===== src/rbc_pkg.sv =====
// Shared types and codes for the reversible blower controller.
// No dependencies; every module of the block imports this package.
package rbc_pkg;

  // Width of each configuration register.
  localparam int unsigned CfgWidth = 16;

  // Number of blower channels handled by the block.
  localparam int unsigned NumCh = 2;

  typedef enum logic [1:0] {
    MODE_STOP  = 2'd0,
    MODE_FWD   = 2'd1,
    MODE_REV   = 2'd2,
    MODE_PAUSE = 2'd3
  } mode_e;

  typedef enum logic [1:0] {
    EV_NONE = 2'd0,
    EV_FWD  = 2'd1,
    EV_REV  = 2'd2,
    EV_STOP = 2'd3
  } event_e;

  typedef enum logic [2:0] {
    ST_NONE      = 3'd0,
    ST_FWD_OK    = 3'd1,
    ST_REV_OK    = 3'd2,
    ST_STOPPED   = 3'd3,
    ST_FWD_FAULT = 3'd4,
    ST_REV_FAULT = 3'd5,
    ST_SWITCHING = 3'd6
  } status_e;

  typedef enum logic {
    CMD_TICK   = 1'b0,
    CMD_RESYNC = 1'b1
  } command_e;

  // Configuration register indexes; register i sits at byte address 4 * i.
  typedef enum logic {
    REG_CHECK_PERIOD = 1'b0,
    REG_PAUSE_TICKS  = 1'b1
  } reg_idx_e;

  // Two-bit drive and feedback pair of one channel.
  localparam logic [1:0] PairFwd = 2'b01;
  localparam logic [1:0] PairRev = 2'b10;
  localparam logic [1:0] PairOff = 2'b00;
  localparam logic [1:0] PairBoth = 2'b11;

  typedef struct packed {
    logic       command;
    logic [1:0] event_ch0;
    logic [1:0] event_ch1;
    logic [3:0] feedback;
  } in_item_t;

  typedef struct packed {
    logic [3:0] drive;
    logic [2:0] status_ch0;
    logic [2:0] status_ch1;
    logic [1:0] mode_ch0;
    logic [1:0] mode_ch1;
  } out_item_t;

  // Post-update view of one channel, handed from a lane to the merge stage.
  typedef struct packed {
    logic [1:0] drive;
    status_e    status;
    mode_e      mode;
  } lane_res_t;

endpackage


===== src/rbc_lane.sv =====
// One blower channel: mode machine, monitor and pause counters, status.
// Depends on rbc_pkg.
module rbc_lane import rbc_pkg::*; #(
  parameter int unsigned COUNT_WIDTH = 16
) (
  input  logic                clk_i,
  input  logic                rst_ni,
  input  logic                accept_i,
  input  logic                command_i,
  input  logic [1:0]          event_i,
  input  logic [1:0]          feedback_i,
  input  logic [CfgWidth-1:0] check_period_i,
  input  logic [CfgWidth-1:0] pause_ticks_i,
  output lane_res_t           res_o
);

  localparam int unsigned CmpWidth = (COUNT_WIDTH > CfgWidth) ? COUNT_WIDTH : CfgWidth;

  mode_e                  mode_q, mode_d;
  status_e                status_q, status_d;
  logic                   last_dir_q, last_dir_d;
  logic [COUNT_WIDTH-1:0] mon_q, mon_d;
  logic [COUNT_WIDTH-1:0] pause_q, pause_d;
  logic [1:0]             last_fb_q, last_fb_d;
  logic [1:0]             drive_q, drive_d;

  logic                   changed;
  logic [COUNT_WIDTH-1:0] mon_old;
  logic [COUNT_WIDTH-1:0] pause_inc;
  logic [CmpWidth-1:0]    mon_old_x, period_x, pause_x, limit_x;

  assign changed   = (feedback_i != last_fb_q);
  assign pause_inc = pause_q + COUNT_WIDTH'(1);
  assign period_x  = CmpWidth'(check_period_i);
  assign pause_x   = CmpWidth'(pause_inc);
  assign limit_x   = CmpWidth'(pause_ticks_i);

  always_comb begin
    mode_d     = mode_q;
    status_d   = status_q;
    last_dir_d = last_dir_q;
    mon_d      = mon_q;
    pause_d    = pause_q;
    last_fb_d  = last_fb_q;
    drive_d    = drive_q;
    mon_old    = mon_q;
    mon_old_x  = CmpWidth'(mon_q);

    if (command_i == CMD_RESYNC) begin
      // A channel whose feedback shows both directions keeps its mode.
      case (feedback_i)
        PairFwd: begin
          mode_d   = MODE_FWD;
          status_d = ST_FWD_OK;
        end
        PairRev: begin
          mode_d   = MODE_REV;
          status_d = ST_REV_OK;
        end
        PairOff: begin
          mode_d   = MODE_STOP;
          status_d = ST_STOPPED;
        end
        default: ;
      endcase
    end else begin
      last_fb_d = feedback_i;
      unique case (mode_q)
        MODE_REV: begin
          // Leaving reverse for a pause keeps the monitor count running.
          if (event_i == EV_FWD) begin
            drive_d    = PairOff;
            mode_d     = MODE_PAUSE;
            pause_d    = '0;
            last_dir_d = 1'b1;
          end
          if (event_i == EV_STOP) begin
            drive_d = PairOff;
            mode_d  = MODE_STOP;
            mon_d   = '0;
          end
          if (changed) mon_d = '0;
          mon_old   = mon_d;
          mon_old_x = CmpWidth'(mon_old);
          mon_d     = mon_old + COUNT_WIDTH'(1);
          if (mon_old_x == period_x) begin
            status_d = feedback_i[1] ? ST_REV_OK : ST_REV_FAULT;
            mon_d    = '0;
          end
        end
        MODE_FWD: begin
          if (event_i == EV_REV) begin
            drive_d    = PairOff;
            mode_d     = MODE_PAUSE;
            pause_d    = '0;
            last_dir_d = 1'b0;
            mon_d      = '0;
          end
          if (event_i == EV_STOP) begin
            drive_d = PairOff;
            mode_d  = MODE_STOP;
            mon_d   = '0;
          end
          if (changed) mon_d = '0;
          mon_old   = mon_d;
          mon_old_x = CmpWidth'(mon_old);
          mon_d     = mon_old + COUNT_WIDTH'(1);
          if (mon_old_x == period_x) begin
            status_d = feedback_i[0] ? ST_FWD_OK : ST_FWD_FAULT;
            mon_d    = '0;
          end
        end
        MODE_STOP: begin
          // Starting ORs the direction into the drive pair; it does not clear it.
          if (event_i == EV_FWD) begin
            drive_d = drive_q | PairFwd;
            mode_d  = MODE_FWD;
            mon_d   = '0;
          end else if (event_i == EV_REV) begin
            drive_d = drive_q | PairRev;
            mode_d  = MODE_REV;
            mon_d   = '0;
          end
          if (changed) mon_d = '0;
          mon_old   = mon_d;
          mon_old_x = CmpWidth'(mon_old);
          mon_d     = mon_old + COUNT_WIDTH'(1);
          if (mon_old_x >= period_x) begin
            if (feedback_i == PairOff) begin
              status_d = ST_STOPPED;
            end else if (feedback_i[1]) begin
              status_d = ST_REV_FAULT;
            end else begin
              status_d = ST_FWD_FAULT;
            end
            mon_d = '0;
          end
        end
        MODE_PAUSE: begin
          status_d = ST_SWITCHING;
          pause_d  = pause_inc;
          if (pause_x > limit_x) begin
            pause_d = '0;
            mon_d   = '0;
            if (last_dir_q) begin
              drive_d  = drive_q | PairFwd;
              mode_d   = MODE_FWD;
              status_d = ST_FWD_OK;
            end else begin
              drive_d  = drive_q | PairRev;
              mode_d   = MODE_REV;
              status_d = ST_REV_OK;
            end
          end
        end
        default: ;
      endcase
    end
  end

  always_ff @(posedge clk_i or negedge rst_ni) begin
    if (!rst_ni) begin
      mode_q     <= MODE_STOP;
      status_q   <= ST_NONE;
      last_dir_q <= 1'b0;
      mon_q      <= '0;
      pause_q    <= '0;
      last_fb_q  <= PairOff;
      drive_q    <= PairOff;
    end else if (accept_i) begin
      mode_q     <= mode_d;
      status_q   <= status_d;
      last_dir_q <= last_dir_d;
      mon_q      <= mon_d;
      pause_q    <= pause_d;
      last_fb_q  <= last_fb_d;
      drive_q    <= drive_d;
    end
  end

  assign res_o.drive  = drive_d;
  assign res_o.status = status_d;
  assign res_o.mode   = mode_d;

endmodule


===== src/rbc_merge.sv =====
// Merge stage: packs both lane results into one result and holds it in
// the output register until the transaction completes. Depends on rbc_pkg.
module rbc_merge import rbc_pkg::*; (
  input  logic      clk_i,
  input  logic      rst_ni,
  input  logic      accept_i,
  input  lane_res_t res0_i,
  input  lane_res_t res1_i,
  output logic      can_accept_o,
  output logic      out_valid_o,
  input  logic      out_ready_i,
  output out_item_t out_item_o
);

  logic      valid_q, valid_d;
  out_item_t item_q, item_d;

  assign can_accept_o = !valid_q || out_ready_i;

  always_comb begin
    valid_d = valid_q;
    if (out_ready_i) valid_d = 1'b0;
    if (accept_i) valid_d = 1'b1;

    item_d.drive      = {res1_i.drive, res0_i.drive};
    item_d.status_ch0 = res0_i.status;
    item_d.status_ch1 = res1_i.status;
    item_d.mode_ch0   = res0_i.mode;
    item_d.mode_ch1   = res1_i.mode;
  end

  always_ff @(posedge clk_i or negedge rst_ni) begin
    if (!rst_ni) begin
      valid_q <= 1'b0;
    end else begin
      valid_q <= valid_d;
    end
  end

  always_ff @(posedge clk_i) begin
    if (accept_i) begin
      item_q <= item_d;
    end
  end

  assign out_valid_o = valid_q;
  assign out_item_o  = item_q;

endmodule


===== src/reversible_blower_controller.sv =====
// Reversible blower controller, top level. Uses rbc_pkg, rbc_lane, rbc_merge.
// Latency: the result of a transaction is registered at its accept edge and is
// offered on the output channel in the next cycle. Throughput: one item per cycle
// if out_ready_i allows, set by the single output register, refilled as drained.
// Reset (rst_ni, asynchronous, active low): all channels stopped, drives off,
// counters and status cleared, check_period = 100, pause_ticks = 500.
module reversible_blower_controller import rbc_pkg::*; #(
  parameter int unsigned COUNT_WIDTH = 16
) (
  input  logic        clk_i,
  input  logic        rst_ni,

  // Input item channel.
  input  logic        in_valid_i,
  output logic        in_ready_o,
  input  in_item_t    in_item_i,

  // Result channel.
  output logic        out_valid_o,
  input  logic        out_ready_i,
  output out_item_t   out_item_o,

  // Configuration port.
  input  logic        psel,
  input  logic        penable,
  input  logic        pwrite,
  input  logic [2:0]  paddr,
  input  logic [31:0] pwdata,
  output logic [31:0] prdata,
  output logic        pready
);

  localparam logic [CfgWidth-1:0] CheckPeriodRst = CfgWidth'(100);
  localparam logic [CfgWidth-1:0] PauseTicksRst  = CfgWidth'(500);

  logic [CfgWidth-1:0] check_period_q, check_period_d;
  logic [CfgWidth-1:0] pause_ticks_q, pause_ticks_d;
  reg_idx_e            reg_idx;
  logic                cfg_write;

  // ---------------------------------------------------------------------------
  // Configuration registers. The port never stalls, so a write lands at the
  // access cycle of the transaction. Reads return the current register value.
  // The register index is taken from the word address of the APB port.
  // ---------------------------------------------------------------------------
  assign pready    = 1'b1;
  assign reg_idx   = reg_idx_e'(paddr[2]);
  assign cfg_write = psel && penable && pwrite && pready;

  always_comb begin
    check_period_d = check_period_q;
    pause_ticks_d  = pause_ticks_q;
    prdata         = '0;
    unique case (reg_idx)
      REG_CHECK_PERIOD: begin
        prdata = 32'(check_period_q);
        if (cfg_write) check_period_d = pwdata[CfgWidth-1:0];
      end
      REG_PAUSE_TICKS: begin
        prdata = 32'(pause_ticks_q);
        if (cfg_write) pause_ticks_d = pwdata[CfgWidth-1:0];
      end
      default: ;
    endcase
  end

  always_ff @(posedge clk_i or negedge rst_ni) begin
    if (!rst_ni) begin
      check_period_q <= CheckPeriodRst;
      pause_ticks_q  <= PauseTicksRst;
    end else begin
      check_period_q <= check_period_d;
      pause_ticks_q  <= pause_ticks_d;
    end
  end

  // ---------------------------------------------------------------------------
  // Input handshake. An item is taken whenever the output register is empty or
  // is being drained in the same cycle, so the block streams at full rate.
  // ---------------------------------------------------------------------------
  logic      in_fire;
  logic      can_accept;
  lane_res_t lane_res [NumCh];
  logic [1:0] lane_event [NumCh];

  assign in_ready_o = can_accept;
  assign in_fire    = in_valid_i && can_accept;

  assign lane_event[0] = in_item_i.event_ch0;
  assign lane_event[1] = in_item_i.event_ch1;

  // ---------------------------------------------------------------------------
  // Channel lanes. Each lane holds the full state of one blower and updates it
  // only when a transaction is accepted. The two lanes are independent; each
  // sees its own event and its own pair of feedback bits.
  // ---------------------------------------------------------------------------
  for (genvar ch = 0; ch < NumCh; ch++) begin : g_lane
    rbc_lane #(
      .COUNT_WIDTH (COUNT_WIDTH)
    ) u_lane (
      .clk_i          (clk_i),
      .rst_ni         (rst_ni),
      .accept_i       (in_fire),
      .command_i      (in_item_i.command),
      .event_i        (lane_event[ch]),
      .feedback_i     (in_item_i.feedback[2*ch +: 2]),
      .check_period_i (check_period_q),
      .pause_ticks_i  (pause_ticks_q),
      .res_o          (lane_res[ch])
    );
  end

  // ---------------------------------------------------------------------------
  // Merge stage and output register.
  // ---------------------------------------------------------------------------
  rbc_merge u_merge (
    .clk_i        (clk_i),
    .rst_ni       (rst_ni),
    .accept_i     (in_fire),
    .res0_i       (lane_res[0]),
    .res1_i       (lane_res[1]),
    .can_accept_o (can_accept),
    .out_valid_o  (out_valid_o),
    .out_ready_i  (out_ready_i),
    .out_item_o   (out_item_o)
  );

`ifndef NO_ASSERTIONS
  // A paused channel always has its drive pair switched off.
  a_pause_drive_off_ch0: assert property (@(posedge clk_i) disable iff (!rst_ni)
    (out_valid_o && out_item_o.mode_ch0 == MODE_PAUSE) |-> out_item_o.drive[1:0] == PairOff)
    else $error("channel 0 paused with drive on");

  a_pause_drive_off_ch1: assert property (@(posedge clk_i) disable iff (!rst_ni)
    (out_valid_o && out_item_o.mode_ch1 == MODE_PAUSE) |-> out_item_o.drive[3:2] == PairOff)
    else $error("channel 1 paused with drive on");

  // Every accepted transaction produces a result in the following cycle.
  a_accept_gives_result: assert property (@(posedge clk_i) disable iff (!rst_ni)
    (in_valid_i && in_ready_o) |=> out_valid_o)
    else $error("accepted item did not produce a result");
`endif

endmodule

===== config.mk =====
export PLATFORM = sky130hd
export DESIGN_NAME = reversible_blower_controller
export DESIGN_NICKNAME = d
export VERILOG_FILES = /design/src/rbc_pkg.sv /design/src/rbc_lane.sv /design/src/rbc_merge.sv /design/src/reversible_blower_controller.sv
export SDC_FILE = /design/constraint.sdc
export NUM_CORES = 1
export LEC_CHECK = 0
export BUFFER_PORTS_ARGS = -buffer_cell sky130_fd_sc_hd__buf_2
export CAP_MARGIN = 20
export CORE_ASPECT_RATIO = 2
export CORE_UTILIZATION = 54
export DETAILED_ROUTE_END_ITERATION = 6
export HOLD_SLACK_MARGIN = 0.1
export PLACE_DENSITY = 0.73
export SYNTH_ARGS = -nofsm -noshare
export SYNTH_HDL_FRONTEND = slang
export SYNTH_SLANG_ARGS = --single-unit

===== constraint.sdc =====
create_clock -name clk_i -period 6.1 [get_ports clk_i]
set_input_delay 0.61 -clock clk_i [delete_from_list [all_inputs] [get_ports clk_i]]
set_output_delay 0.61 -clock clk_i [all_outputs]
set_load 0.01 [all_outputs]

Yosys cells after proc, flatten, opt, wreduce, memory -nomap -nowiden. Cells that the tools add are included.

Register bits after elaboration: 131. Bits of input ports: 51. Output and inout bits: 49. Logic and storage cells: 206.

Add/sub/neg operators: 8. Order comparisons: 4. Equal/unequal tests: 28. Multiplexer cells: 119. Bitwise logic cells: 2. Reductions and logical operators: 23.

Operator list (number): $mux W16 (40); $add A16 B1 Y16 const B (8); $pmux W16 S4 (2); $pmux W16 S3 (2); $mux W2 (38); $eq A16 B16 Y1 (4); $pmux W32 S2 (1); $mux W3 (16); $ge A16 B16 Y1 (2); $gt A16 B16 Y1 (2); $pmux W2 S4 (4); $pmux W3 S4 (2); $eq A2 B2 Y1 const B (10); $reduce_and A5 Y1 (4); $pmux W3 S3 (2); $eq A2 B1 Y1 const B (6); $ne A2 B1 Y1 const B (6); $pmux W2 S3 (2); $logic_not A2 Y1 (4); $mux W1 (8); $reduce_and A2 Y1 (3); $reduce_and A3 Y1 (2); $reduce_bool A2 Y1 (3); $reduce_bool A3 Y1 (2); other kinds (6) (11).

Longest topological paths before layout. Gate-level depths: netlist of run 1.

Depth in word-level cells: 10. Gate-level depth with buffers: 19. Mapped depth without buffers: 18.

Hierarchy. Synthesis of run 1 repeated with hierarchy kept, for this count alone.

Cells, all modules: 1584. Area total of the unflattened synthesis: 12664.6 sq um.

By module, submodules not included: rbc_lane (g_lane[0].u_lane) (instances 1, cells an instance 736, area each 5308.8 sq um, sequential area each 1051.0 sq um); rbc_lane (g_lane[1].u_lane) (instances 1, cells an instance 725, area each 5272.6 sq um, sequential area each 1051.0 sq um); reversible_blower_controller (instances 1, cells an instance 106, area each 1615.3 sq um, sequential area each 812.0 sq um); rbc_merge (instances 1, cells an instance 17, area each 467.9 sq um, sequential area each 445.4 sq um).

Least setup slack after synthesis of run 1. OpenSTA, ideal clock, no wires.

Kind: input-to-reg. Start point: input port in_item_i[1] (netlist bit). End point: register u_merge.item_q (netlist bit u_merge.out_item_o[7]) (data pin). Library setup time: 0.256 ns. Arrival time: 4.094 ns. Data required time: 5.844 ns. Slack: 1.751 ns. Cell stages on the path: 16. Path buffers: 3. Path through: clkbuf_1 > xor2_1 > clkbuf_1 > nor4_1 > clkbuf_1 > nand2_1 > ha_1 > nand2b_1 > a2111o_1 > o2111ai_1 > and3_1 > o21ai_0 > a311o_1 > nor2_1 > o21ai_0 > a31o_2.

RTL lines: from (decl) (RTL line reversible_blower_controller.sv:16) `input in_item_t in_item_i,`; to (signal assigned) (RTL line rbc_merge.sv:42) `item_q <= item_d;`; to (decl) (RTL line rbc_merge.sv:16) `out_item_t item_q, item_d;`.

Final worst setup path of run 1.
Start point: register g_lane[0].u_lane.pause_q[0]. End point: register g_lane[0].u_lane.mon_q[8].

Word-level cells in the longest chain between the ends: 4.

Ends and longest elaborated chain: from (decl) (RTL line rbc_lane.sv:23) `logic [COUNT_WIDTH-1:0] pause_q, pause_d;`; from (signal assigned) (RTL line rbc_lane.sv:175) `pause_q <= pause_d;`; $add A16 B1 Y16 (RTL line rbc_lane.sv:33) `assign pause_inc = pause_q + COUNT_WIDTH'(1);`; $gt A16 B16 Y1 (RTL line rbc_lane.sv:142) `if (pause_x > limit_x) begin`; $ne A2 B1 Y1 (no line); $reduce_and A3 Y1 (no line); to (signal assigned) (RTL line rbc_lane.sv:174) `mon_q <= mon_d;`; to (decl) (RTL line rbc_lane.sv:22) `logic [COUNT_WIDTH-1:0] mon_q, mon_d;`.

No other way between the ends. A chain may end at the register's enable or synchronous reset.

==> key figures, run 1 <==
Setup path
  • Worst Path Arrival: 5.27 ns
  • Crit path kind: reg -> reg
  • RR Endpoint: g_lane[0].u_lane.mon_q[8]
  • CP endpoint kind: flop
  • Worst path slowest cell: nand2_1
  • Buf/Inv on CP: 0
  • Crit-path most repeated cell: nand3_1
  • R2r setup slk: 1.13 ns
  • Max Fanout on Critical Path: 17
  • Largest stage delay on the critical path: 0.57 ns
  • Worst setup SP type: flop
  • Kind of cell adding the most delay to the critical path: simple AND/OR/NAND/NOR gates
  • Cells along the critical path: ha_1 > nand3_1 > nor2_1 > and3_1 > and3_1 > nand3_1 > nor2_1 > xor2_1 > ha_1 > nand3_1 > nor4_1 > o21ai_0 > o211ai_1 > a21o_1 > nand2_1 > o41ai_1 > o31ai_1
  • R2R cell count: 17
  • Worst Path Required: 6.40 ns
  • Reg2reg start: g_lane[0].u_lane.pause_q[0]

Synthesis
  • Post-synthesis cell count: 1475
  • Seq cells post-synth: 131
  • Main synth FF type: dfrtp_1
  • Leading area contributor after synthesis: dfrtp_1
  • Sequential area share after synthesis: 28.9%
  • Post-synth top area share: 23.2%
  • Synthesized cell area: 11600 µm²
  • Ranking of synthesized cells by area: dfrtp_1 23%, ha_1 7.7%, o21ai_0 5.3%, nand2_1 5.0%, nor2_1 4.2%
  • Syn avg cell area: 7.89 µm²
  • Synth async-reset ratio: 89.3%
  • Post-synth EDFFs: 14
  • Yosys cell types: 85
  • Yosys warns: 0

Die
  • Die Ht: 210 µm
  • Starting density of the core: 55.4%
  • Die width: 106 µm
  • Row count: 75
  • Die area: 22200 µm²
  • I/O pin count: 100
  • Core area: 21000 µm²

Min path
  • Worst min path class: in -> async

Clocking
  • Sinks on the clock net: 131
  • CTS Hold Bufs: 0
  • Reg clk slew, reported paths: 0.06 ns
  • Root Buffer: clkbuf_16
  • Longest Clk Path Bufs: 2
  • Worst skew pair latency: 0.45 ns
  • Setup Buffers After CTS: 0
  • CTS Buf Count: 17
  • Number of H-tree levels: 4
  • Post-cts resize count: 0
  • CTS tree: yes

Finish
  • Diodes inserted: 0
  • Share of cells above drive strength 1: 11.4%
  • Final nets: 1589
  • Area Overhead vs Synth: 7.81%
  • Fillers: 1943

GRT
  • All-Layer GR Usage: 34.3%
  • First-pass GRT wire length: 58200 µm
  • Vias in the first global route: 11061
  • Total grt overflow: 0
  • Initial antenna violation count: 0
  • Largest net degree at the start of global routing: 62

Placement
  • Gpl congestion: 0.968
  • Port Buf Inserts: 64
  • DP Worst Slack: 1.17 ns
  • DPL Wire Length: 27500 µm

Routing
  • WL/cell: 21.4 µm
  • Drt first pass iters: 7
  • DRT antenna net count: 0
  • Via count: 11544
  • Starting DRT DRC Count: 1079
  • DRC violations left: 1
  • Vias per std cell: 6.60
  • Detailed Route WL: 37500 µm

Pwr
  • Largest vdd supply drop: 0.222 mV
  • PwrDens: 273 nW/µm²
  • Leakage: 5.37 nW

Flow run
  • Maxcap violations: 0

Run status
  • Outcome: complete, but fails checks
  • Violated checks: DRC

STA
  • Max Fclk: 201 MHz
  • RSZ-0062 raised after global routing: no
  • Post-route clock skew: 0.00698 ns
  • Worst setup margin: 1.13 ns
  • Worst-margin pin slew: 1.04 ns
  • Setup violations, final: 0
  • Fin. Hold Viols: 0
  • Max_slew headroom: 30.1%
  • Setup TNS: 0 ns
  • Min cycle time layout: 4.97 ns
  • Final Max Slew Viols: 0
  • Period Utilization, post-route: 81.4%
## metal layers
| layer | track usage (%) | routed length [µm] | vias up |
|---|---|---|---|
| met3 | 5.90 | 2230 | 165 |
| li1 | - | - | 5304 |
| met4 | 25.6 | 2750 | 0 |
| met2 | 59.8 | 18900 | 539 |
| met5 | 0 | 0 | - |
| met1 | 36.7 | 13600 | 5536 |
## cell usage after synthesis, drive strengths merged, types with 9 or more instances
master and n:
nand4 19, a22o 11, ha 72, o21ai 129
and4 9, inv 65, and3 21, buf 32
xnor2 45, nand2b 21, dfstp 9, a32o 9
clkbuf 89, nor2b 21, nor3 52, xor2 33
mux2 33, o22ai 16, a221oi 11, a31oi 17
nor4bb 9, nor4 18, o41ai 19, a21oi 75
nand2 156, dfrtp 108, o31ai 16, nand3 53
nor2 129, and2 41, a211oi 12, edfxtp 14
## where the power goes
| part | internal, W | switching [W] | leakage [nW] |
|---|---|---|---|
| Sequential | 0.00101 | 0.000233 | 1.64 |
| Clock | 0.000733 | 0.000416 | 0.315 |
| Combinational | 0.000393 | 0.000640 | 3.41 |
| Total | 0.00214 | 0.00129 | 5.37 |
## worst max-delay path by stage
stage,startpoint,depth (start not counted),endpoint,slack (ns)
6_report,g_lane[0].u_lane.pause_q[0],17,g_lane[0].u_lane.mon_q[8],1.13
5_1_grt,g_lane[0].u_lane.pause_q[0],18,g_lane[0].u_lane.mon_q[1],0.63
4_1_cts,g_lane[0].u_lane.pause_q[0],18,g_lane[0].u_lane.mon_q[5],1.11
3_5_place_dp,g_lane[0].u_lane.pause_q[0],17,g_lane[0].u_lane.mon_q[8],1.17
3_3_place_gp,g_lane[0].u_lane.pause_q[0],18,g_lane[0].u_lane.mon_q[1],1.28
2_1_floorplan,in_item_i[1],16,u_merge.out_item_o[7],1.75
## worst reg2reg max path: cells and delay by family (launching register included)
kind	cells	cell delay [ns]
flip-flops	1	0.45
XOR/XNOR	1	0.10
AND/OR/NAND/NOR	9	2.30
adder cells (fa/ha/maj)	2	0.56
AO/OA/AOI/OAI	5	1.41
## kinds of logic (layout without fill, tap and decap cells)
group           after synthesis  after routing  share of synthesized area, %
simple gates                573            573                          24.5
compound gates              394            394                          22.3
buf+inv                     187            176                          6.92
flops                       131            131                          28.9
xor+xnor                     78             78                          5.93
fa+ha+maj                    72             72                          7.74
mux                          38             38                          3.62
other cells                   2             17                        0.0645
## through the flow
| stage | cell area, µm² | hold slack (ns) | utilization (%) | std cells | power, W |
|---|---|---|---|---|---|
| after floorplan | 11700 | 0.314 | - | 1490 | 0.00191 |
| after global placement | 11900 | 0.477 | 56.7 | 1716 | 0.00223 |
| after detailed placement | 11900 | 0.481 | 56.7 | 1716 | 0.00226 |
| after CTS | 12600 | 0.316 | 59.7 | 1748 | 0.00341 |
| after global routing | 12600 | 0.341 | 59.7 | 1748 | 0.00358 |
| final | 12600 | 0.271 | 59.7 | 1748 | 0.00343 |
## sequential cells by signal, indices dropped and copies added (netlist names)
register / cells
check_period_q: 16
pause_ticks_q: 16
u_merge.out_valid_o: 1
g_lane.u_lane.mon_q: 32
g_lane.u_lane.last_dir_q: 2
g_lane.u_lane.drive_q: 4
g_lane.u_lane.pause_q: 32
g_lane.u_lane.status_q: 6
g_lane.u_lane.mode_q: 4
u_merge.out_item_o: 14
g_lane.u_lane.last_fb_q: 4
## area by class of cell
class	count	area (µm²)	area share (%)
Sequential cell	131	3360	26.8
Inverter	66	248	1.97
Timing Repair Buffer	78	428	3.41
Tap cell	269	337	2.68
Multi-Input combinational cell	1172	7540	60.1
Clock buffer	21	450	3.59
Clock inverter	11	184	1.47
## cells in the final DEF (no fill, tap or decap), drive strengths merged, types with 16 or more instances in the layout
cell type / synthesis / final
o22ai: 16 / 16
dfrtp: 108 / 108
nor2b: 21 / 21
xor2: 33 / 33
o41ai: 19 / 19
nand4: 19 / 19
conb: 2 / 17
and3: 21 / 21
o31ai: 16 / 16
nor2: 129 / 129
nor4: 18 / 18
a31oi: 17 / 17
ha: 72 / 72
and2: 41 / 41
xnor2: 45 / 45
inv: 65 / 66
nand2b: 21 / 21
a21oi: 75 / 75
buf: 32 / 78
nand3: 53 / 53
nand2: 156 / 156
clkbuf: 89 / 21
mux2: 33 / 33
o21ai: 129 / 129
nor3: 52 / 52
No activity file was read; power rests on OpenSTA's default activity.
==> run 2, diff against run 1 <==
--- a/config.mk
+++ b/config.mk
@@ -11,7 +11,7 @@
 export CORE_UTILIZATION = 54
 export DETAILED_ROUTE_END_ITERATION = 6
 export HOLD_SLACK_MARGIN = 0.1
-export PLACE_DENSITY = 0.73
+export PLACE_DENSITY = 0.76
 export SYNTH_ARGS = -nofsm -noshare
 export SYNTH_HDL_FRONTEND = slang
 export SYNTH_SLANG_ARGS = --single-unit
==> constraint.sdc (replaced) <==
create_clock -name clk_i -period 4.1 [get_ports clk_i]
set_input_delay 0.41 -clock clk_i [delete_from_list [all_inputs] [get_ports clk_i]]
set_output_delay 0.41 -clock clk_i [all_outputs]
set_load 0.01 [all_outputs]
==> key figures, run 2 (synthesis gave the netlist of run 1 again) <==
Run status
  • Outcome: finished, final reports clean (was complete, but fails checks)

Clocking
  • Reg clk slew, reported paths: 0.06 ns (about the same)
  • Longest Clk Path Bufs: 2 (unchanged)
  • Worst skew pair latency: 0.45 ns (about the same)
  • CTS tree: yes (unchanged)
  • CTS Buf Count: 17 (unchanged)
  • Sinks on the clock net: 131 (unchanged)
  • Root Buffer: clkbuf_16 (unchanged)
  • Number of H-tree levels: 4 (unchanged)

Routing
  • Via count: 12146 (was 11544)
  • Detailed Route WL: 39300 µm (was 37500 µm)
  • DRT antenna net count: 0 (unchanged)
  • Starting DRT DRC Count: 1098 (was 1079)
  • DRC violations left: 0 (was 1)
  • WL/cell: 21.5 µm (was 21.4 µm)
  • Vias per std cell: 6.64 (was 6.60)
  • Drt first pass iters: 6 (was 7)

Finish
  • Commonest cells after routing, fill and taps aside: 154 x nand2_1, 124 x nor2_1, 124 x o21ai_0 (was 156 x nand2_1, 129 x nor2_1, 124 x o21ai_0)
  • Top Registers: g_lane.u_lane.mon_q x32, g_lane.u_lane.pause_q x32 (unchanged)
  • Most common cell after layout, fill and taps aside: nand2_1 (unchanged)
  • Final nets: 1669 (was 1589)
  • Area of the multi-input gates: 7660 µm² (was 7540 µm²)
  • Fillers: 1831 (was 1943)
  • Area Overhead vs Synth: 14.0% (was 7.81%)
  • Register area: 3360 µm² (about the same)
  • Diodes inserted: 0 (unchanged)
  • Share of cells above drive strength 1: 18.0% (was 11.4%)

Die
  • Starting density of the core: 55.4% (unchanged)
  • Row count: 75 (unchanged)
  • Die Ht: 210 µm (unchanged)
  • Core area: 21000 µm² (unchanged)
  • Die area: 22200 µm² (unchanged)
  • I/O pin count: 100 (unchanged)
  • Die width: 106 µm (unchanged)

Pwr
  • PwrDens: 385 nW/µm² (was 273 nW/µm²)
  • Largest vdd supply drop: 0.322 mV (was 0.222 mV)
  • Leakage: 5.79 nW (was 5.37 nW)

STA
  • Worst-margin pin slew: 0.935 ns (was 1.04 ns)
  • Setup violations, final: 0 (unchanged)
  • Fin Hold WS: 0.167 ns (was 0.271 ns)
  • Max_slew headroom: 37.5% (was 30.1%)
  • Post-route clock skew: 0.00745 ns (was 0.00698 ns)
  • Period Utilization, post-route: 95.8% (was 81.4%)
  • Max Fclk: 255 MHz (was 201 MHz)
  • Final Max Slew Viols: 0 (unchanged)
  • Min cycle time layout: 3.93 ns (was 4.97 ns)
  • Fin. Hold Viols: 0 (unchanged)
  • Setup TNS: 0 ns (unchanged)

Setup path
  • Crit path kind: reg -> reg (unchanged)
  • Worst setup SP type: flop (unchanged)
  • Worst Path Required: 4.29 ns (was 6.40 ns)
  • R2r setup slk: 0.17 ns (was 1.13 ns)
  • Worst Path Arrival: 4.12 ns (was 5.27 ns)
  • RR Endpoint: u_merge.out_item_o[7] (was g_lane[0].u_lane.mon_q[8])
  • Max Fanout on Critical Path: 4 (was 17)
  • CP endpoint kind: flop (unchanged)
  • R2R cell count: 17 (unchanged)
  • Reg2reg start: g_lane[0].u_lane.pause_q[1] (was g_lane[0].u_lane.pause_q[0])

Min path
  • Worst min path class: in -> reg (was in -> async)
  • WHS Path Cells: 2
  • WHS Endpoint: u_merge.out_valid_o
  • Hold path start: in_valid_i

GRT
  • First-pass GRT wire length: 60900 µm (was 58200 µm)
  • All-Layer GR Usage: 35.7% (was 34.3%)
  • Largest net degree at the start of global routing: 69 (was 62)
  • Vias in the first global route: 11639 (was 11061)
  • Initial antenna violation count: 0 (unchanged)
  • Total grt overflow: 0 (unchanged)

Placement
  • DPL Wire Length: 28800 µm (was 27500 µm)
  • Gpl congestion: 0.978 (was 0.968)
  • Port Buf Inserts: 64 (unchanged)

Flow run
  • Maxcap violations: 0 (unchanged)
-- run 2: cell types whose count changed in the layout (fill, tap and decap cells not counted), sizes merged --
cell,delta
buf,+79
bufinv,-3
inv,+3
clkbuf,-1
clkinvlp,+1
dlygate4sd3,+1
-- run 2: repair_timing --
| action | in CTS | in global routing |
|---|---|---|
| hold endpoints to repair | 49 | 0 |
| hold buffers | 1 | 0 |
| gates resized for setup | 2 | 33 |
| setup endpoints to repair | 6 | 59 |
| setup buffers | 0 | 8 |
| pin swaps | 0 | 10 |
-- run 2: worst max path at each step --
| stage | from | end | slack, ns | cells past startpoint |
|---|---|---|---|---|
| floorplan | in_item_i[5] | g_lane[1].u_lane.mon_q[5] | 0.03 | 17 |
| global placement | g_lane[1].u_lane.pause_q[1] | g_lane[1].u_lane.pause_q[8] | 0.1 | 18 |
| detailed placement | g_lane[1].u_lane.pause_q[1] | g_lane[1].u_lane.pause_q[8] | -0.03 | 18 |
| CTS | g_lane[1].u_lane.pause_q[1] | u_merge.out_item_o[4] | 0.006 | 16 |
| global route | g_lane[0].u_lane.pause_q[0] | g_lane[0].u_lane.mon_q[4] | -0.09 | 18 |
| finish | g_lane[0].u_lane.pause_q[1] | u_merge.out_item_o[7] | 0.17 | 17 |
-- run 2: layout make-up --
| class | instances | share of cell area, % |
|---|---|---|
| repair buffers | 158 | 8.18 |
| flip-flops and latches | 131 | 25.3 |
| multi-input cells | 1172 | 57.7 |
| well taps | 269 | 2.54 |
| inverters | 66 | 1.87 |
| clock buffers | 20 | 3.37 |
| clock inverters | 12 | 0.971 |
-- run 2: critical path, stage by stage, from the launching register on --
cell	delay (ns)
dfrtp_1	0.37
ha_1	0.18
nand3_1	0.14
nor2_2	0.15
and3_1	0.18
and3_2	0.24
nand3_2	0.14
nor2_2	0.15
xor2_1	0.23
ha_1	0.30
a21o_1	0.17
a221oi_1	0.28
o211ai_1	0.21
and4_4	0.22
a311o_1	0.30
nor2_1	0.09
o21ai_0	0.11
a31o_2	0.24
-- run 2: power breakdown --
group | total (W) | leakage [nW] | internal (W) | switching [W]
Clock | 0.00156 | 0.285 | 0.000913 | 0.000645
Combinational | 0.00173 | 3.87 | 0.000683 | 0.00105
Sequential | 0.00181 | 1.64 | 0.00151 | 0.000305
Total | 0.00510 | 5.79 | 0.00310 | 0.00200
-- run 2: routing by layer --
metal  up-vias  global-route usage [%]  routed length [µm]
li1       5455                       -                   -
met3       259                    6.34                2820
met2       712                    62.0               19400
met4         0                    28.3                3550
met5         -                       0                   0
met1      5720                    37.5               13500
-- run 2: stage by stage --
stage / setup WS, ns / instance area, µm² / power [W] / instances / utilization, %
final: 0.174 / 13300 / 0.00510 / 1828 / 63.1
after global routing: -0.0908 / 13300 / 0.00532 / 1828 / 63.1
after CTS: 0.00602 / 13100 / 0.00502 / 1820 / 62.3
after detailed placement: -0.0337 / 12500 / 0.00346 / 1787 / 59.5
after global placement: 0.0962 / 12500 / 0.00341 / 1787 / 59.5
after floorplan: 0.0285 / 11700 / 0.00284 / 1490 / -
